==> config.mk <==
export PLATFORM = sky130hd
export DESIGN_NAME = integer_to_ascii_radix
export DESIGN_NICKNAME = d
export VERILOG_FILES = /design/src/rtl/core/itoa_pkg.sv /design/src/rtl/core/integer_to_ascii_radix.sv /design/src/rtl/core/itoa_dabble.sv /design/src/rtl/core/itoa_emit.sv
export SDC_FILE = /design/constraint.sdc
export NUM_CORES = 1
export LEC_CHECK = 0
export ABC_AREA = 1
export BUFFER_PORTS_ARGS = -buffer_cell sky130_fd_sc_hd__buf_4
export CAP_MARGIN = 20
export CORE_MARGIN = 10
export CORE_UTILIZATION = 55
export CTS_CLUSTER_SIZE = 12
export DETAILED_ROUTE_END_ITERATION = 16
export PLACE_DENSITY_LB_ADDON = 0.2
export SETUP_SLACK_MARGIN = 0.3
export SYNTH_ARGS = -nofsm -noshare
export SYNTH_HDL_FRONTEND = slang
export SYNTH_SLANG_ARGS = --single-unit
export TNS_END_PERCENT = 1
==> constraint.sdc <==
create_clock -name clock -period 9.9 [get_ports clock]
set_input_delay 0.495 -clock clock [delete_from_list [all_inputs] [get_ports clock]]
set_output_delay 0.495 -clock clock [all_outputs]
set_load 0.005 [all_outputs]
==> src/rtl/core/itoa_pkg.sv <==
// ----------------------------------------------------------------------------
// itoa_pkg
// Shared types and constants of the integer to ASCII converter: format codes,
// sequencer states, character tables and the control bundle of the emitter.
// ----------------------------------------------------------------------------
`default_nettype none

package itoa_pkg;

   // format selector codes as carried on the request tuser
   typedef enum logic [2:0] {
      FMT_UDEC = 3'd0,
      FMT_SDEC = 3'd1,
      FMT_HEXL = 3'd2,
      FMT_HEXU = 3'd3,
      FMT_BIN  = 3'd4
   } fmt_type;

   // top level sequencer states
   typedef enum logic [1:0] {
      ST_IDLE,
      ST_CONV,
      ST_LOAD,
      ST_EMIT
   } state_type;

   localparam logic [7:0] CHAR_MINUS = 8'h2D;

   localparam logic [7:0] LOWER_DIGITS [16] = '{
      8'h30, 8'h31, 8'h32, 8'h33, 8'h34, 8'h35, 8'h36, 8'h37,
      8'h38, 8'h39, 8'h61, 8'h62, 8'h63, 8'h64, 8'h65, 8'h66
   };

   localparam logic [7:0] UPPER_DIGITS [16] = '{
      8'h30, 8'h31, 8'h32, 8'h33, 8'h34, 8'h35, 8'h36, 8'h37,
      8'h38, 8'h39, 8'h41, 8'h42, 8'h43, 8'h44, 8'h45, 8'h46
   };

   // control from the sequencer to the emitter
   typedef struct packed {
      logic    load;
      logic    neg;
      fmt_type fmt;
   } emit_ctrl_type;

   // status from the emitter to the sequencer
   typedef struct packed {
      logic busy;
   } emit_status_type;

   // ascii glyph of one digit
   function automatic logic [7:0] digit_char(input logic [3:0] digit, input logic upper);
      digit_char = upper ? UPPER_DIGITS[digit] : LOWER_DIGITS[digit];
   endfunction

endpackage

`default_nettype wire

==> src/rtl/core/integer_to_ascii_radix.sv <==
// ----------------------------------------------------------------------------
// integer_to_ascii_radix
// Integer to ASCII text converter for unsigned and signed decimal, lower and
// upper case hex and binary, one character per result transaction.
// ----------------------------------------------------------------------------
// One request transaction carries a value and a format; the block answers
// with its text, most significant character first, one character per
// transaction, tlast on the final one. Leading zeros are dropped and zero
// gives a single '0'; signed decimal puts '-' before the magnitude. Only the
// low VALUE_WIDTH bits of the value are used, and format codes above binary
// mean unsigned decimal. The block takes one value at a time. Decimal runs
// the binary to BCD unit, which shifts one operand bit per cycle, before
// the first character. Every digit position, leading zeros included, then
// takes a step of the digit shifter (DEC_DIGITS, or VALUE_WIDTH / 4 rounded
// up for hex, or VALUE_WIDTH for binary), after a step for a sign, and the
// sequencer then returns to idle. The shifter stalls while a character
// waits in the output register and rsp_tready is low.
// ----------------------------------------------------------------------------
`default_nettype none

module integer_to_ascii_radix #(
   parameter int VALUE_WIDTH = 64
) (
   input  wire logic        clock,
   input  wire logic        reset,
   input  wire logic        req_tvalid,
   output logic             req_tready,
   input  wire logic [63:0] req_tdata,   // [63:0] value
   input  wire logic [2:0]  req_tuser,   // [2:0] req_type
   output logic             rsp_tvalid,
   input  wire logic        rsp_tready,
   output logic [7:0]       rsp_tdata,   // [7:0] character
   output logic             rsp_tlast    // last
);

   localparam int DEC_DIGITS = (VALUE_WIDTH * 30103) / 100000 + 1;
   localparam int DW         = 4 * DEC_DIGITS;

   itoa_pkg::state_type       state_ff, state_in;
   itoa_pkg::fmt_type         fmt_c;
   itoa_pkg::fmt_type         fmt_ff;
   itoa_pkg::emit_ctrl_type   emit_ctrl;
   itoa_pkg::emit_status_type emit_status;

   logic [VALUE_WIDTH-1:0] val_c;
   logic [VALUE_WIDTH-1:0] mag_c;
   logic [VALUE_WIDTH-1:0] mag_ff;
   logic                   neg_c;
   logic                   neg_ff;
   logic                   dec_c;
   logic                   accept_c;
   logic                   dab_start;
   logic                   dab_busy;
   logic [DW-1:0]          dab_bcd;

   // format decode, codes without meaning fall back to unsigned decimal
   always_comb begin
      case (itoa_pkg::fmt_type'(req_tuser))
         itoa_pkg::FMT_SDEC: fmt_c = itoa_pkg::FMT_SDEC;
         itoa_pkg::FMT_HEXL: fmt_c = itoa_pkg::FMT_HEXL;
         itoa_pkg::FMT_HEXU: fmt_c = itoa_pkg::FMT_HEXU;
         itoa_pkg::FMT_BIN:  fmt_c = itoa_pkg::FMT_BIN;
         default:            fmt_c = itoa_pkg::FMT_UDEC;
      endcase
   end

   // sign and magnitude of the operand
   assign val_c    = req_tdata[VALUE_WIDTH-1:0];
   assign neg_c    = (fmt_c == itoa_pkg::FMT_SDEC) && val_c[VALUE_WIDTH-1];
   assign mag_c    = neg_c ? (~val_c + VALUE_WIDTH'(1)) : val_c;
   assign dec_c    = (fmt_c == itoa_pkg::FMT_UDEC) || (fmt_c == itoa_pkg::FMT_SDEC);
   assign accept_c = req_tvalid && req_tready;

   // sequencer next state and outputs
   always_comb begin
      state_in       = state_ff;
      req_tready     = 1'b0;
      dab_start      = 1'b0;
      emit_ctrl.load = 1'b0;
      emit_ctrl.neg  = neg_ff;
      emit_ctrl.fmt  = fmt_ff;
      case (state_ff)
         itoa_pkg::ST_IDLE: begin
            req_tready = 1'b1;
            if (req_tvalid) begin
               dab_start = dec_c;
               state_in  = dec_c ? itoa_pkg::ST_CONV : itoa_pkg::ST_LOAD;
            end
         end
         itoa_pkg::ST_CONV: begin
            if (!dab_busy) begin
               state_in = itoa_pkg::ST_LOAD;
            end
         end
         itoa_pkg::ST_LOAD: begin
            emit_ctrl.load = 1'b1;
            state_in       = itoa_pkg::ST_EMIT;
         end
         itoa_pkg::ST_EMIT: begin
            if (!emit_status.busy) begin
               state_in = itoa_pkg::ST_IDLE;
            end
         end
         default: begin
            state_in = itoa_pkg::ST_IDLE;
         end
      endcase
   end

   // sequencer state
   always_ff @(posedge clock) begin
      if (reset) begin
         state_ff <= itoa_pkg::ST_IDLE;
      end else begin
         state_ff <= state_in;
      end
   end

   // captured request transaction
   always_ff @(posedge clock) begin
      if (accept_c) begin
         mag_ff <= mag_c;
         neg_ff <= neg_c;
         fmt_ff <= fmt_c;
      end
   end

   itoa_dabble #(
      .VALUE_WIDTH (VALUE_WIDTH),
      .DEC_DIGITS  (DEC_DIGITS)
   ) u_dabble (
      .clock (clock),
      .reset (reset),
      .start (dab_start),
      .value (mag_c),
      .busy  (dab_busy),
      .bcd   (dab_bcd)
   );

   itoa_emit #(
      .VALUE_WIDTH (VALUE_WIDTH),
      .DEC_DIGITS  (DEC_DIGITS)
   ) u_emit (
      .clock      (clock),
      .reset      (reset),
      .ctrl       (emit_ctrl),
      .mag        (mag_ff),
      .bcd        (dab_bcd),
      .status     (emit_status),
      .rsp_tvalid (rsp_tvalid),
      .rsp_tready (rsp_tready),
      .rsp_tdata  (rsp_tdata),
      .rsp_tlast  (rsp_tlast)
   );

endmodule

`default_nettype wire

==> src/rtl/core/itoa_dabble.sv <==
// ----------------------------------------------------------------------------
// itoa_dabble
// Binary to BCD converter: one shift-and-add-3 step per cycle over the
// operand bits, giving all decimal digits once every operand bit is shifted in.
// ----------------------------------------------------------------------------
`default_nettype none

module itoa_dabble #(
   parameter int VALUE_WIDTH = 64,
   parameter int DEC_DIGITS  = 20
) (
   input  wire logic                      clock,
   input  wire logic                      reset,
   input  wire logic                      start,
   input  wire logic [VALUE_WIDTH-1:0]    value,
   output logic                           busy,
   output logic [4*DEC_DIGITS-1:0]        bcd
);

   localparam int DW = 4 * DEC_DIGITS;
   localparam int CW = $clog2(VALUE_WIDTH + 1);

   logic [VALUE_WIDTH-1:0] bin_ff, bin_in;
   logic [DW-1:0]          bcd_ff, bcd_in;
   logic [DW-1:0]          adj_c;
   logic [CW-1:0]          cnt_ff, cnt_in;
   logic                   busy_ff, busy_in;

   // add 3 to every digit of 5 or more before the shift
   always_comb begin
      for (int i = 0; i < DEC_DIGITS; i++) begin
         if (bcd_ff[4*i +: 4] >= 4'd5) begin
            adj_c[4*i +: 4] = bcd_ff[4*i +: 4] + 4'd3;
         end else begin
            adj_c[4*i +: 4] = bcd_ff[4*i +: 4];
         end
      end
   end

   // load on start, else one shift per cycle while busy
   always_comb begin
      bin_in  = bin_ff;
      bcd_in  = bcd_ff;
      cnt_in  = cnt_ff;
      busy_in = busy_ff;
      if (start) begin
         bin_in  = value;
         bcd_in  = '0;
         cnt_in  = CW'(VALUE_WIDTH);
         busy_in = 1'b1;
      end else if (busy_ff) begin
         bcd_in = {adj_c[DW-2:0], bin_ff[VALUE_WIDTH-1]};
         bin_in = {bin_ff[VALUE_WIDTH-2:0], 1'b0};
         cnt_in = cnt_ff - CW'(1);
         if (cnt_ff == CW'(1)) begin
            busy_in = 1'b0;
         end
      end
   end

   // control state
   always_ff @(posedge clock) begin
      if (reset) begin
         busy_ff <= 1'b0;
      end else begin
         busy_ff <= busy_in;
      end
   end

   // working registers
   always_ff @(posedge clock) begin
      bin_ff <= bin_in;
      bcd_ff <= bcd_in;
      cnt_ff <= cnt_in;
   end

   assign busy = busy_ff;
   assign bcd  = bcd_ff;

endmodule

`default_nettype wire

==> src/rtl/core/itoa_emit.sv <==
// ----------------------------------------------------------------------------
// itoa_emit
// Character emitter: holds the digits left aligned, shifts one digit out per
// cycle while the output register is free or taken, drops leading zeros,
// prefixes the sign and drives the result stream through an output register.
// ----------------------------------------------------------------------------
`default_nettype none

module itoa_emit #(
   parameter int VALUE_WIDTH = 64,
   parameter int DEC_DIGITS  = 20
) (
   input  wire logic                         clock,
   input  wire logic                         reset,
   input  wire itoa_pkg::emit_ctrl_type      ctrl,
   input  wire logic [VALUE_WIDTH-1:0]       mag,
   input  wire logic [4*DEC_DIGITS-1:0]      bcd,
   output itoa_pkg::emit_status_type         status,
   output logic                              rsp_tvalid,
   input  wire logic                         rsp_tready,
   output logic [7:0]                        rsp_tdata,   // [7:0] character
   output logic                              rsp_tlast
);

   localparam int DW   = 4 * DEC_DIGITS;
   localparam int HEXW = (VALUE_WIDTH + 3) / 4;
   localparam int CW   = $clog2(VALUE_WIDTH + 1);

   logic [DW-1:0] dig_ff, dig_in;
   logic [CW-1:0] cnt_ff, cnt_in;
   logic          lead_ff, lead_in;
   logic          sign_ff, sign_in;
   logic          bin_ff, bin_in;
   logic          upper_ff, upper_in;
   logic          active_ff, active_in;
   logic          rsp_tvalid_ff, rsp_tvalid_in;
   logic [7:0]    rsp_tdata_ff;
   logic          rsp_tlast_ff;

   logic [DW-1:0] hex_al_c;
   logic [DW-1:0] bin_al_c;
   logic          step_c;
   logic [3:0]    digit_c;
   logic          last_digit_c;
   logic          skip_c;
   logic          emit_c;
   logic [7:0]    char_c;
   logic          last_c;

   // operand left aligned for hex and binary digits
   assign hex_al_c = DW'(mag) << (DW - 4 * HEXW);
   assign bin_al_c = DW'(mag) << (DW - VALUE_WIDTH);

   // current digit and whether it goes out
   assign step_c       = active_ff && (!rsp_tvalid_ff || rsp_tready);
   assign digit_c      = bin_ff ? {3'b000, dig_ff[DW-1]} : dig_ff[DW-1 -: 4];
   assign last_digit_c = (cnt_ff == CW'(1));
   assign skip_c       = !sign_ff && lead_ff && (digit_c == 4'd0) && !last_digit_c;
   assign emit_c       = step_c && !skip_c;
   assign char_c       = sign_ff ? itoa_pkg::CHAR_MINUS
                                 : itoa_pkg::digit_char(digit_c, upper_ff);
   assign last_c       = !sign_ff && last_digit_c;

   // digit register, count and leading zero tracking
   always_comb begin
      dig_in    = dig_ff;
      cnt_in    = cnt_ff;
      lead_in   = lead_ff;
      sign_in   = sign_ff;
      bin_in    = bin_ff;
      upper_in  = upper_ff;
      active_in = active_ff;
      if (ctrl.load) begin
         lead_in   = 1'b1;
         sign_in   = ctrl.neg;
         active_in = 1'b1;
         bin_in    = 1'b0;
         upper_in  = 1'b0;
         case (ctrl.fmt)
            itoa_pkg::FMT_HEXL: begin
               dig_in = hex_al_c;
               cnt_in = CW'(HEXW);
            end
            itoa_pkg::FMT_HEXU: begin
               dig_in   = hex_al_c;
               cnt_in   = CW'(HEXW);
               upper_in = 1'b1;
            end
            itoa_pkg::FMT_BIN: begin
               dig_in = bin_al_c;
               cnt_in = CW'(VALUE_WIDTH);
               bin_in = 1'b1;
            end
            default: begin
               dig_in = bcd;
               cnt_in = CW'(DEC_DIGITS);
            end
         endcase
      end else if (step_c) begin
         if (sign_ff) begin
            sign_in = 1'b0;
         end else begin
            dig_in  = bin_ff ? (dig_ff << 1) : (dig_ff << 4);
            cnt_in  = cnt_ff - CW'(1);
            lead_in = skip_c;
            if (last_digit_c) begin
               active_in = 1'b0;
            end
         end
      end
   end

   // output register
   always_comb begin
      rsp_tvalid_in = rsp_tvalid_ff;
      if (emit_c) begin
         rsp_tvalid_in = 1'b1;
      end else if (rsp_tready) begin
         rsp_tvalid_in = 1'b0;
      end
   end

   // control state
   always_ff @(posedge clock) begin
      if (reset) begin
         active_ff     <= 1'b0;
         rsp_tvalid_ff <= 1'b0;
      end else begin
         active_ff     <= active_in;
         rsp_tvalid_ff <= rsp_tvalid_in;
      end
   end

   // payload registers
   always_ff @(posedge clock) begin
      dig_ff   <= dig_in;
      cnt_ff   <= cnt_in;
      lead_ff  <= lead_in;
      sign_ff  <= sign_in;
      bin_ff   <= bin_in;
      upper_ff <= upper_in;
      if (emit_c) begin
         rsp_tdata_ff <= char_c;
         rsp_tlast_ff <= last_c;
      end
   end

   assign status.busy = active_ff;
   assign rsp_tvalid  = rsp_tvalid_ff;
   assign rsp_tdata   = rsp_tdata_ff;
   assign rsp_tlast   = rsp_tlast_ff;

`ifndef SYNTHESIS
   // a new value is never loaded over one still being emitted
   a_load_idle: assert property (@(posedge clock) disable iff (reset)
      ctrl.load |-> !active_ff)
      else $error("emitter loaded while active");

   // the final character ends the emission
   a_last_ends: assert property (@(posedge clock) disable iff (reset)
      (emit_c && last_c) |=> !active_ff)
      else $error("emitter still active after final character");

   // the sign is never the final character
   a_sign_not_last: assert property (@(posedge clock) disable iff (reset)
      (rsp_tvalid_ff && (rsp_tdata_ff == itoa_pkg::CHAR_MINUS)) |-> !rsp_tlast_ff)
      else $error("sign marked as last character");
`endif

endmodule

`default_nettype wire

# --- Word-level counts from Yosys, hierarchy flattened ---
# Memory sizes are Yosys's and may differ from the RTL's.
# Cells that the tools add are included.
word_totals:
  ff_bits: 324
  mem_bits_ro: 256
  input_bits: 71
  out_inout_bits: 11
  elab_cells: 172
  mem_count: 2
op_classes:
  n_addsub: 23
  n_lt_le_gt_ge: 21
  n_eq_ne: 17
  n_mux: 61
  n_bitwise: 3
  n_reduce_logical: 27
memory_table:
  columns: ["name", "depth", "word_bits", "read_ports", "rd_ports_with_merged_regs", "write_ports", "line", "text"]
  rows:
  - ["(no name shown)", 16, 8, 1, 0, 0, "itoa_pkg.sv:53", "digit_char = upper ? UPPER_DIGITS[digit] : LOWER_DIGITS[digit];"]
  - ["(no name shown)", 16, 8, 1, 0, 0, "itoa_pkg.sv:53", null]
ops:
  columns: ["operator", "n"]
  rows:
  - ["$mux 80", 5]
  - ["$mux 64", 3]
  - ["$ge 4x3->1 const B", 20]
  - ["$mux 4", 20]
  - ["$add 4x2->4 const B", 19]
  - ["$add 64x1->64 const B", 1]
  - ["$not 64->64", 1]
  - ["$mux 8", 5]
  - ["$mux 7", 3]
  - ["$mux 1", 17]
  - ["$eq 7x1->1 const B", 2]
  - ["$pmux 7 s2", 1]
  - ["$sub 7x1->7 const B", 2]
  - ["$eq 3x2->1 const B", 4]
  - ["$pmux 3 s4", 1]
  - ["$logic_and 1x1->1", 8]
  - ["$mux 2", 4]
  - ["$ne 2x2->1 const B", 4]
  - ["$pmux 2 s4", 1]
  - ["$reduce_bool 2->1", 4]
  - ["$eq 3x1->1 const B", 2]
  - ["$eq 3x3->1 const B", 2]
  - ["$reduce_and 3->1", 2]
  - ["$ge 5x5->1 const B", 1]
  - ["14 further kinds", 20]

# --- Depth between registers and ports, before layout ---
# Gate-level depths: netlist of run 1.
logic_depth:
  word_depth: 7
  ltp_mapped: 13

# --- Hierarchy ---
# A second synthesis of run 1 with hierarchy kept.
hier_totals:
  hier_cells: 2306
  area_unflattened_um2: 17989.8
modules_own_cells:
  columns: ["mod", "instances", "cells_each", "area_each_um2", "seq_area_each_um2"]
  rows:
  - ["itoa_dabble", 1, 988, 7529.7, 3683.5]
  - ["itoa_emit", 1, 714, 5834.3, 3002.9]
  - ["integer_to_ascii_radix", 1, 604, 4625.7, 2082.0]

# --- Worst setup path after synthesis of run 1 ---
# OpenSTA, ideal clock, no wires.
synth_timing:
  path_type: "register -> register"
  from: "register state_ff[0]"
  to: "register u_emit.cnt_ff[0], enable pin"
  setup_time_ns: 0.841
  arrival_ns: 2.532
  required_time_ns: 9.059
  path_slack_ns: 6.527
  path_stages_with_launch: 6
  path_buffers: 1
  synth_period_minus_slack_ns: 3.373
  cell_sequence: "dfxtp_1 inv_1 ha_1 clkinv_1 clkbuf_1 nand2_1"
synth_rtl:
  columns: ["element", "line", "text"]
  rows:
  - ["start, declared", "integer_to_ascii_radix.sv:39", "itoa_pkg::state_type state_ff, state_in;"]
  - ["start signal, assigned", "integer_to_ascii_radix.sv:113", "state_ff <= itoa_pkg::ST_IDLE;"]
  - ["start signal, assigned", "integer_to_ascii_radix.sv:115", "state_ff <= state_in;"]
  - ["end signal, assigned", "itoa_emit.sv:137", "cnt_ff <= cnt_in;"]
  - ["end, declared", "itoa_emit.sv:30", "logic [CW-1:0] cnt_ff, cnt_in;"]

==> results of run 1 <==
stage by stage:
stage / util / cell area (um2) / hold slack (ps)
floorplan: - / 17900 / 441
detailed placement: 0.580 / 18800 / 454
CTS: 0.616 / 20000 / 167
global route: 0.616 / 20000 / 169
global placement: 0.580 / 18800 / 450
finish: 0.616 / 20000 / 178
report_power, final:
part           internal [uW]  switching, uW  leakage, uW
registers               2230            285      0.00294
clock network            796            533     0.000570
logic                    646           1380      0.00526
total                   3670           2200      0.00878
critical path, cell delays in order (launching register included):
cell and delay, ps:
dfxtp_1 340, inv_1 130, ha_4 510, clkinv_1 640, buf_4 400, nand2_4 310, buf_4 690
area by class of cell:
class / instances / share of cell area
clock inverter: 16 / 0.00778
tap: 442 / 0.0277
clock buffer: 50 / 0.0509
inverter: 252 / 0.0475
sequential: 323 / 0.439
timing repair buffer: 96 / 0.0361
multi-input combinational: 1565 / 0.391
kinds of logic (layout without fill, tap and decap cells):
logic type               after synthesis  in the layout  synth area share
AND/OR/NAND/NOR                      968            968             0.222
AO/OA/AOI/OAI                        480            480             0.140
buffers and inverters                346            414            0.0776
flip-flops                           323            323             0.489
XOR/XNOR                              63             63            0.0341
adder cells (fa/ha/maj)               52             52            0.0363
other                                  1              1          0.000209
multiplexers                           1              1          0.000559
cells in the mapped netlist (7+ instances only):
library cell,count
o22ai_1,47
and2_1,19
nor2_1,229
a21oi_1,208
o21ai_0,208
nand2_2,7
edfxtp_1,230
dfxtp_1,93
nand4_1,8
nand2_1,575
inv_1,246
nor3_1,24
nand3b_1,12
ha_1,52
nand3_1,75
xor2_1,50
o211ai_1,9
buf_2,25
clkbuf_1,60
per-layer routing:
| metal | vias up | global-route usage |
|---|---|---|
| met4 | 0 | 0.0687 |
| met2 | 535 | 0.350 |
| met5 | - | 0 |
| met3 | 68 | 0.0373 |
| met1 | 6985 | 0.315 |
| li1 | 7436 | - |
worst min path at each step:
stage                  startpoint                  to  slack, ps
2_1_floorplan  u_dabble.cnt_ff[1]  u_dabble.cnt_ff[1]        440
3_3_place_gp   u_dabble.cnt_ff[1]  u_dabble.cnt_ff[1]        450
3_5_place_dp   u_dabble.cnt_ff[1]  u_dabble.cnt_ff[1]        450
4_1_cts              req_tdata[0]           mag_ff[0]        170
5_1_grt              req_tdata[0]           mag_ff[0]        170
6_report             req_tdata[0]           mag_ff[0]        180
state kept, by name, summed over array words and instances, names as in the netlist, 2 cells and up:
name and cells:
state_ff 2, u_dabble.cnt_ff 7, u_emit.dig_ff 80, u_dabble.bin_ff 64, u_emit.cnt_ff 7, mag_ff 64
fmt_ff 3, u_emit.rsp_tdata 7, u_dabble.bcd 80
==> results.md, run 1 <==
Global route:
- Entering global routing, the biggest net connects ~110 pins.
- The via count of the first global-routing pass is approximately 14000.
- Summed over all layers, the global routing overflow is 0.
- The first global-routing pass estimated 74.8 mm of wire.
- In the global route stage, overall resource usage came out at 0.225.
- The number of antenna violations at the first check in global routing is 1.

Critical path:
- The startpoint identified for the worst register-to-register timing path is state_ff[0].
- The launch point of the critical path is state_ff[0].
- The worst path arrival time is roughly 3600 ps.
- The reg-to-reg endpoint is u_emit.dig_ff[46].
- STA classifies the critical path endpoint as a flop.
- In this run the worst setup path terminates at u_emit.dig_ff[46].
- In this run the worst path has a maximum fanout of approximately 60.
- The kind of start point of the critical path is a flop.
- The number of cells traversed by the worst register-to-register path is 6.
- STA puts the critical path data required time at ~10000 ps.
- The register-to-register path setup slack is about 6400 ps.
- The classification of the worst setup path is reg -> reg.

Clock tree:
- The insertion delay to the later sink of the worst-skew pair is 530 ps.
- The root buffer cell is clkbuf_16.
- Clock tree synthesis found a total of 323 sinks.
- The CTS tree is done.
- The deepest level of the CTS H-tree is 2.
- The total of cells resized after clock tree synthesis is 0.
- No sink is reached through more buffers than the 3 on the longest clock path.
- In this run the post-CTS setup repair buffer count came out at 0.
- In this run, CTS created clock tree buffers numbering 36.
- After clock tree synthesis, the clock-pin slew on the worst setup and hold paths is about 60 ps.
- Buffers inserted to repair hold after CTS numbered 0.

Yosys:
- In the post-synthesis netlist, the biggest area contributors are edfxtp_1, nand2_1, dfxtp_1, a21oi_1, o21ai_0.
- Counting flops with a built-in enable in the synthesized netlist gives 230.
- The biggest area contributor in the post-synthesis netlist is edfxtp_1.
- The fraction of synthesis flops using an asynchronous set or reset pin is 0.
- The total of warnings raised by yosys is 0.
- The number of nets in the synthesized netlist is ~2400.
- Summing every instance area after synthesis gives 17900 um2.
- Averaged over all synthesized cells, the footprint is 8.02 um2.
- After synthesis the netlist holds a flip-flop and latch count of roughly 320.
- The number of unique standard cell types used by synthesis is 42.
- The main flop type after synthesis is edfxtp_1.
- Of the post-synthesis cell area, the dominant cell type holds 0.385.
- The number of instances in the synthesized netlist is ~2200.
- Of the synthesized area, sequential elements account for 0.489.

Floorplan:
- The die is 201 um wide.
- For this configuration, the core starts out at a cell density of 0.554.
- The placeable core area is 32400 um2.
- The die covers approximately 40000 um2.
- The number of placed I/O pins is 82.
- The placement row count is 66.
- From bottom edge to top edge, the die measures around 200 um.

Timing:
- Setup repair after global routing left no endpoint under its margin.
- The maximum clock frequency is 287 MHz.
- The number of max-slew violations in the final report came to 0.
- The final number of hold-violating endpoints is 0.
- Dividing the final minimum period by the clock period gives 0.351.
- In the final timing run, aggregate negative setup slack is 0 ps.
- The post-layout minimum cycle time is roughly 3500 ps.
- The clock arrives with roughly 27 ps of skew.
- Setup violations remaining at the end of the flow were counted as 0.
- The remaining max-slew budget at the tightest pin is 0.274.
- For the pin with the worst max-slew slack, the measured transition is between 1000 and 1500 ps.
- The final worst slack is roughly 6400 ps.

Flow run:
- The tool flagged a number of max-cap violations equal to 0.

Route:
- The highest metal layer with signal wires is met4.
- The count of TritonRoute iterations in the first routing pass is 5.
- In the detailed route, the total length drawn on met3 is 3.25 mm.
- In the routed design, unresolved DRC markers number 0.
- Across all layers, the routed design uses 15000 vias.
- Wire segments on met2 add up to around 21 mm in the final route.
- After detailed routing, the average wire length per cell comes to 17.0 um.
- The vias per cell is 5.48.
- The routed design has about 47 mm of wire.
- The detailed router finished its first iteration with 1354 violations.
- For this block, wires on met1 add up to between 20 and 25 mm.
- The remaining number of nets flagged by the antenna check after routing is 0.

Hold path:
- Counting instances, the worst hold path has a depth of 1.
- The worst min-delay path category is in -> reg.

Finish:
- The sequential cell area is between 8000 and 9000 um2.
- The count of antenna diodes in the layout is 0.
- In the final layout, the share of cells above drive strength 1 is 0.0812.
- Leaving out fill and tap cells, the most frequent cell in the layout is nand2_1.
- The final layout contains ~2400 nets.
- Leaving out fill and tap cells, the most frequent cells in the layout are nand2_1, inv_1, edfxtp_1.
- Once layout is complete, the cells apart from fillers number around 2700.
- After filler insertion, the fill cell instance count of the layout stands at slightly below 3000.
- The multi-input combinational cells in the finished layout cover a total of about 7800 um2.
- Relative to the synthesized area, the layout overhead comes to 11.3%.

Power and ir drop:
- The maximum vdd ir drop is ~0.00016 V.
- The post-route total power is 5870 uW.
- For this design the static power due to leakage is 0.00878 uW.
- The areal power density over the cells is 294 nW/um2.

Status:
- The run finished with clean final reports.

Placement:
- Routability-driven placement finished with a final weighted congestion of roughly 0.94.
- At the placement stage, the worst setup path has a slack of about 6400 ps.
- After legalization and detailed placement, the total HPWL measured roughly 33 mm.
- The total of buffers placed on input and output ports is 80.
- Once placement completed, the tool counted placed cells totaling between 2000 and 3000.
Power figures use the tool's default switching activity.
==> run 2, diff against run 1 <==
==> constraint.sdc (replaced) <==
create_clock -name clock -period 3.3 [get_ports clock]
set_input_delay 0.165 -clock clock [delete_from_list [all_inputs] [get_ports clock]]
set_output_delay 0.165 -clock clock [all_outputs]
set_load 0.005 [all_outputs]
==> results.md, run 2 (synthesis gave the netlist of run 1 again) <==
Status:
- The run finished with clean final reports.

Finish:
- Of the cells placed in the final design, the portion with a size suffix greater than 1 is 0.0851.
- For this run, the post-layout net count is 2415.
- The area growth from synthesis to layout is 12.2%.
- The sequential cells in the finished layout cover a total of approximately 8800 um2.
- The fill cell total of the finished layout is 2892.
- Leaving out fill and tap cells, the most frequent cells in the layout are nand2_1, inv_1, edfxtp_1.
- The area occupied by multi-input gates is between 7000 and 8000 um2.
- The most common cell after layout, fill and taps aside is nand2_1.
- The count of antenna diodes in the layout is 0.

Power and ir drop:
- The switching share of power is 0.376.
- The analysis attributes to cell leakage a power of 0.00885 uW.
- The post-route total power is between 15000 and 20000 uW.
- Across the VDD grid, the largest voltage drop is roughly 0.00039 V.
- The clock group share of total power is 0.214.
- The switching power of the nets is about 6600 uW.
- The internal power summed over all cells is 11000 uW.
- Power spread over the standard cell area amounts to about 870 nW/um2.
- The portion of total power attributed to combinational logic is 0.357.
- The power share of the sequential group is 0.429.

Timing:
- The period utilization is 0.740.
- For the pin with the worst max-slew slack, the measured transition is ~990 ps.
- Setup repair after global routing left no endpoint under its margin.
- The final number of setup-violating endpoints is 0.
- The final clock skew is 21.5 ps.
- The remaining max-slew budget at the tightest pin is 0.340.
- Summed over all failing endpoints, the final setup total negative slack is 0 ps.
- The post-layout minimum cycle time is approximately 2400 ps.
- The number of max-slew violations in the final report is 0.
- The final number of hold-violating endpoints is 0.
- Derived from the worst setup path, the maximum achievable clock frequency is 409 MHz.

Clock tree:
- The root buffer cell is clkbuf_16.
- The clock net in this run drives a total of around 320 sinks.
- The insertion delay to the later sink of the worst-skew pair is 510 ps.
- Buffers inserted during clock tree synthesis total 36.
- The deepest level of the CTS H-tree is 2.
- Once the clock tree was built, the resizer swapped 0 gates to a different size.
- Clock-pin slew was measured on the worst setup and hold paths at approximately 60 ps.
- TritonCTS built the clock tree.
- The clock tree buffer depth is 3.

Critical path:
- Of all nets on the critical path, the largest fanout is 53.
- The classification of the worst setup path is reg -> reg.
- For flop-to-flop paths, the worst setup slack is approximately 860 ps.
- The reg-to-reg endpoint is u_emit.rsp_tvalid.
- The most critical setup path has its startpoint at u_emit.bin_ff.
- The kind of start point of the critical path is a flop.
- The endpoint of the most critical setup path is u_emit.rsp_tvalid.
- The sort of element at the end of the critical path is a flop.
- The startpoint identified for the worst register-to-register timing path is u_emit.bin_ff.
- The number of cells traversed by the worst register-to-register path is 7.
- Data on the critical path is required at its endpoint by 3690 ps.
- Data on the critical path arrives at its endpoint at ~2800 ps.

Hold path:
- The worst min-delay path category is in -> reg.
- The worst hold path begins at req_tdata[30].

Placement:
- The congestion estimate from routability-driven global placement came to just over 0.9.
- The HPWL after detailed placement is approximately 33 mm.
- The total of buffers placed on input and output ports is 80.

Floorplan:
- The initial core utilization is 0.554.
- The width of the chip is approximately 200 um.
- The number of placed I/O pins is 82.
- The placement row count is 66.
- The die covers 40200 um2.
- The die span in y is approximately 200 um.
- The region available for standard cell placement spans ~32000 um2.

Global route:
- The first-pass GRT wire length is roughly 75 mm.
- The pin count of the biggest net entering global routing is between 100 and 150.
- The global route total overflow is 0.
- The number of antenna violations at the first check in global routing came to 0.
- The via count of the first global-routing pass is between 10000 and 15000.
- Across every metal layer, demand over resource in global routing totals 0.228.

Route:
- For this block, the initial DRC count from the detailed router was approximately 1300.
- For this block, the via count after detailed routing is ~15000.
- Using the TritonRoute via totals, the vias-per-cell ratio works out to approximately 5.5.
- The DRC violations left is 0.
- The remaining number of nets flagged by the antenna check after routing is 0.
- Before antenna repair, the detailed router went through 7 iterations.
- In the final routed layout, each cell accounts on average for between 15 and 20 um.
- The post-detailed-routing wire length is between 40 and 50 mm.

Flow run:
- The number of maximum-capacitance constraint violations is 0.
[run 2: worst min path at each step]
stage	slack, ps	depth (start not counted)	endpoint
CTS	0.8	2	mag_ff[30]
global placement	370	1	mag_ff[0]
detailed placement	370	1	mag_ff[0]
global route	20	2	mag_ff[17]
floorplan	230	1	state_ff[0]
finish	30	2	mag_ff[30]
[run 2: worst max-delay path: stages, from the launching register on]
cell           delay, ps
edfxtp_1             460
buf_4                550
nor2_1               240
nor3_1               220
o21ai_0              150
nand2_1              110
a21oi_1               60
dlygate4sd3_1        540
[run 2: per-stage QoR]
| step | cells | utilization | worst slack (ps) | area, um2 | hold slack, ps |
|---|---|---|---|---|---|
| 6_report | 2758 | 0.621 | 857 | 20100 | 27.2 |
| 5_1_grt | 2758 | 0.621 | 695 | 20100 | 21.8 |
| 4_1_cts | 2758 | 0.621 | 903 | 20100 | 0.777 |
| 3_5_place_dp | 2687 | 0.585 | 955 | 18900 | 374 |
| 3_3_place_gp | 2687 | 0.585 | 1050 | 18900 | 372 |
| 2_1_floorplan | 2234 | - | 767 | 17900 | 234 |
[run 2: final cells by class]
type,count,share of cell area
Clock buffer,54,0.0512
Clock inverter,8,0.00330
Inverter,252,0.0471
Multi-Input combinational cell,1565,0.387
Sequential cell,323,0.436
Tap cell,442,0.0275
Timing Repair Buffer,114,0.0474
[run 2: what timing repair did]
| action | in CTS | in global routing |
|---|---|---|
| endpoints found under the hold margin | 12 | 0 |
| hold buffers | 9 | 0 |
| setup buffers | 0 | 0 |
[run 2: power by group through the flow]
stage	combinational [uW]	clock, uW	sequential (uW)
floorplan	4540	0	7310
global placement	5980	0	7560
detailed placement	6210	0	7570
CTS	6250	3840	7520
global route	7100	3970	7710
finish	6280	3770	7540
[run 2: per-layer routing]
layer,part of all wire,track usage,up-vias
li1,-,-,7471
met1,0.45,0.311,6945
met2,0.45,0.359,533
met3,0.069,0.0352,89
met4,0.032,0.0836,0
met5,0,0,-
==> run 3, diff against run 2 <==
--- a/config.mk
+++ b/config.mk
@@ -5,7 +5,7 @@
 export SDC_FILE = /design/constraint.sdc
 export NUM_CORES = 1
 export LEC_CHECK = 0
-export ABC_AREA = 1
+export ABC_AREA = 0
 export BUFFER_PORTS_ARGS = -buffer_cell sky130_fd_sc_hd__buf_4
 export CAP_MARGIN = 20
 export CORE_MARGIN = 10
==> constraint.sdc (replaced) <==
create_clock -name clock -period 2.3 [get_ports clock]
set_input_delay 0.115 -clock clock [delete_from_list [all_inputs] [get_ports clock]]
set_output_delay 0.115 -clock clock [all_outputs]
set_load 0.005 [all_outputs]
==> results.md, run 3 <==
Timing:
- Setup repair after global routing could not meet its margin everywhere.
- The final number of hold-violating endpoints is 0.
- The final worst slack is just over 200 ps.
- The remaining max-slew budget at the tightest pin is 0.592.
- The period utilization is 0.911.
- The final clock skew is about 13 ps.
- The final number of setup-violating endpoints is 0.
- For the pin with the worst max-slew slack, the measured transition is 611 ps.
- The post-layout minimum cycle time is 2100 ps.
- Based on the critical path, the design can be clocked at up to ~480 MHz.
- The number of max-slew violations in the final report is 0.

Floorplan:
- For this configuration, the core starts out at a cell density of 0.562.
- The floorplan step defined a die boundary enclosing 37900 um2.
- The width of the chip is about 200 um.
- The die span in y is ~190 um.
- In this run the count of I/O pins placed on the die edge is 82.
- The floorplan has 63 rows.
- The placeable core area is 29900 um2.

Finish:
- Of the cells placed in the final design, the portion with a size suffix greater than 1 is 0.170.
- The count of antenna diodes in the layout is 0.
- The layout net count is approximately 1900.
- The library cell used most frequently in the layout, excluding fill and tap cells, is edfxtp_1.
- The library cells used most frequently in the layout, excluding fill and tap cells, are edfxtp_1, a21oi_1, buf_4.
- Compared with the post-synthesis result, the final layout area differs by 20.8%.
- The post-route cell area is slightly above 20000 um2.
- The fill cell total of the finished layout is 2280.

Yosys:
- The number of synthesized flops with an enable pin is 230.
- The total standard cell area after synthesis is 16800 um2.
- The fraction of synthesized cell area taken by the top area cell type is 0.411.
- The number of nets in the synthesized netlist is about 1700.
- In the synthesized netlist the async set-or-reset flop fraction comes to 0.
- The synthesized flop and latch total is between 300 and 400.
- Of all cell types, the one taking the most synthesized area is edfxtp_1.
- The number of instances in the synthesized netlist is between 1500 and 2000.
- In the post-synthesis netlist, the cell with the most instances is edfxtp_1.
- The number of unique standard cell types used by synthesis is 45.
- The share of the Yosys chip area taken by registers is 0.522.
- After synthesis, the mean cell area works out to 10.4 um2.
- The main flop type after synthesis is edfxtp_1.
- Yosys attributes the largest share of cell area to edfxtp_1, dfxtp_1, mux2i_1, a21oi_1, ha_1.
- The total of warnings raised by yosys is 0.
- Counting instances in the post-synthesis netlist gives the leading cell types as edfxtp_1, a21oi_1, nor2_1.

Global route:
- The global route total overflow is 0.
- The via count of the first global-routing pass is between 10000 and 15000.
- The first-pass GRT wire length is 62.6 mm.
- The pin count of the biggest net entering global routing is 95.
- For this run, the total global-route usage over all layers was measured as 0.196.
- The number of antenna violations at the first check in global routing is 0.

Placement:
- The total of buffers placed on input and output ports is 80.
- The placement-stage worst setup slack is -405 ps.
- The standard cell area after detailed placement is approximately 18000 um2.
- Detailed placement ended at an HPWL of between 20 and 30 mm.
- The global placer's final weighted congestion is around 0.8.

Route:
- The post-detailed-routing wire length is between 30 and 40 mm.
- The count of TritonRoute iterations in the first routing pass is 5.
- After detailed routing, the number of remaining DRC violations is 0.
- The number of design-rule violations left by the first detailed-router iteration is 880.
- The detail-routed net length per standard cell is 17.9 um.
- The vias per cell is between 5 and 6.
- The remaining number of nets flagged by the antenna check after routing is 0.
- The via count of the routed design is between 10000 and 15000.

Clock tree:
- In this run the number of H-tree levels came out at 2.
- The total clock sinks is between 300 and 400.
- After clock tree synthesis, the clock-pin slew on the worst setup and hold paths is ~60 ps.
- TritonCTS built the clock tree.
- Clock tree synthesis selected as its root buffer the cell clkbuf_16.
- In this run, CTS created clock tree buffers numbering 36.
- The clock tree buffer depth is 3.
- The insertion delay to the later sink of the worst-skew pair is ~510 ps.

Critical path:
- The worst path arrival time is 2350 ps.
- The classification of the worst setup path is in -> reg.
- STA puts the critical path data required time at roughly 2600 ps.
- The sort of element at the end of the critical path is a flop.
- In this run the worst setup path begins at req_tdata[29].
- In this run the critical register-to-register path is launched from fmt_ff[2].
- The worst setup path is launched from an input pin.
- The top fanout value on the critical path is 6.

Status:
- The flow ran to the end, and the final reports show no timing, DRC or antenna violations.

Hold path:
- The worst min-delay path category is in -> reg.
- The hold path startpoint is req_tdata[17].

Power and ir drop:
- Across the VDD grid, the largest voltage drop is around 0.00069 V.
- The leakage power of the design is about 0.0077 uW.
- The areal power density over the cells is approximately 1100 nW/um2.

Flow run:
- The number of maximum-capacitance constraint violations is 0.
run 3: metal layers:
metal	share of wire	routed length (um)	track usage	vias to the layer above
li1	-	-	-	6101
met5	0	0	0	-
met2	0.49	19300	0.332	240
met4	0.020	805	0.0541	0
met3	0.039	1520	0.0291	63
met1	0.45	17700	0.255	6085
run 3: worst paths after layout:
| kind | depth (start not counted) | endpoint | slack, ps |
|---|---|---|---|
| worst max-delay path | 9 | u_dabble.bin_ff[54] | 200 |
| worst min-delay path | 2 | mag_ff[17] | 10 |
| worst max register to register | 7 | u_emit.dig_ff[25] | 260 |
| worst min register to register | 2 | u_dabble.bcd[79] | 480 |
run 3: cells by family (layout without fill, tap and decap cells):
logic type | Yosys count | after routing | share of synthesized area
other | 1 | 1 | 0.000223
adders and majority gates | 52 | 52 | 0.0387
DFF | 323 | 323 | 0.522
muxes | 146 | 146 | 0.0912
xor gates and xnor gates | 110 | 110 | 0.0574
AOI/OAI and AO/OA | 359 | 359 | 0.122
and+or+nand+nor | 457 | 457 | 0.131
buffers and inverters | 160 | 356 | 0.0373
run 3: layout make-up:
cell class                      instances  area [um2]  area share
Multi-Input combinational cell       1125        7510       0.370
Sequential cell                       323        8770       0.432
Inverter                               68         255      0.0126
Timing Repair Buffer                  224        2160       0.107
Tap cell                              390         488      0.0241
Clock inverter                          7        32.5     0.00160
Clock buffer                           57        1060      0.0523
run 3: report_power, final:
group	total (uW)	internal [uW]	switching, uW
Sequential	9770	8910	864
Combinational	6970	2980	4000
Clock	5350	3150	2200
run 3: worst max-delay path, cell delays in order:
cell	delay, ps
buf_6	90
or4_4	520
or4_4	470
nor4_4	260
buf_4	190
clkbuf_16	160
a31oi_4	80
xor2_1	180
mux2_4	270
run 3: through the flow:
step / hold WS (ps) / cells / utilization / setup TNS [ps] / total power (uW)
5_1_grt: 1.79 / 2194 / 0.679 / 0 / 23300
6_report: 14.5 / 2194 / 0.679 / 0 / 22100
4_1_cts: 1.88 / 2186 / 0.673 / 0 / 22100
3_5_place_dp: 353 / 2070 / 0.615 / -10670 / 16300
3_3_place_gp: 351 / 2070 / 0.615 / -8760 / 16100
2_1_floorplan: 177 / 1608 / - / -29240 / 14200
run 3: what timing repair did:
item / 4_1_cts / 5_1_grt
buffers inserted: 5 / 5
pin swaps: 4 / 7
cloned: 4 / 3
endpoints found under the hold margin: 45 / 0
hold buffers: 43 / 0
resized for setup: 9 / 16
endpoints found under the setup margin: 104 / 244
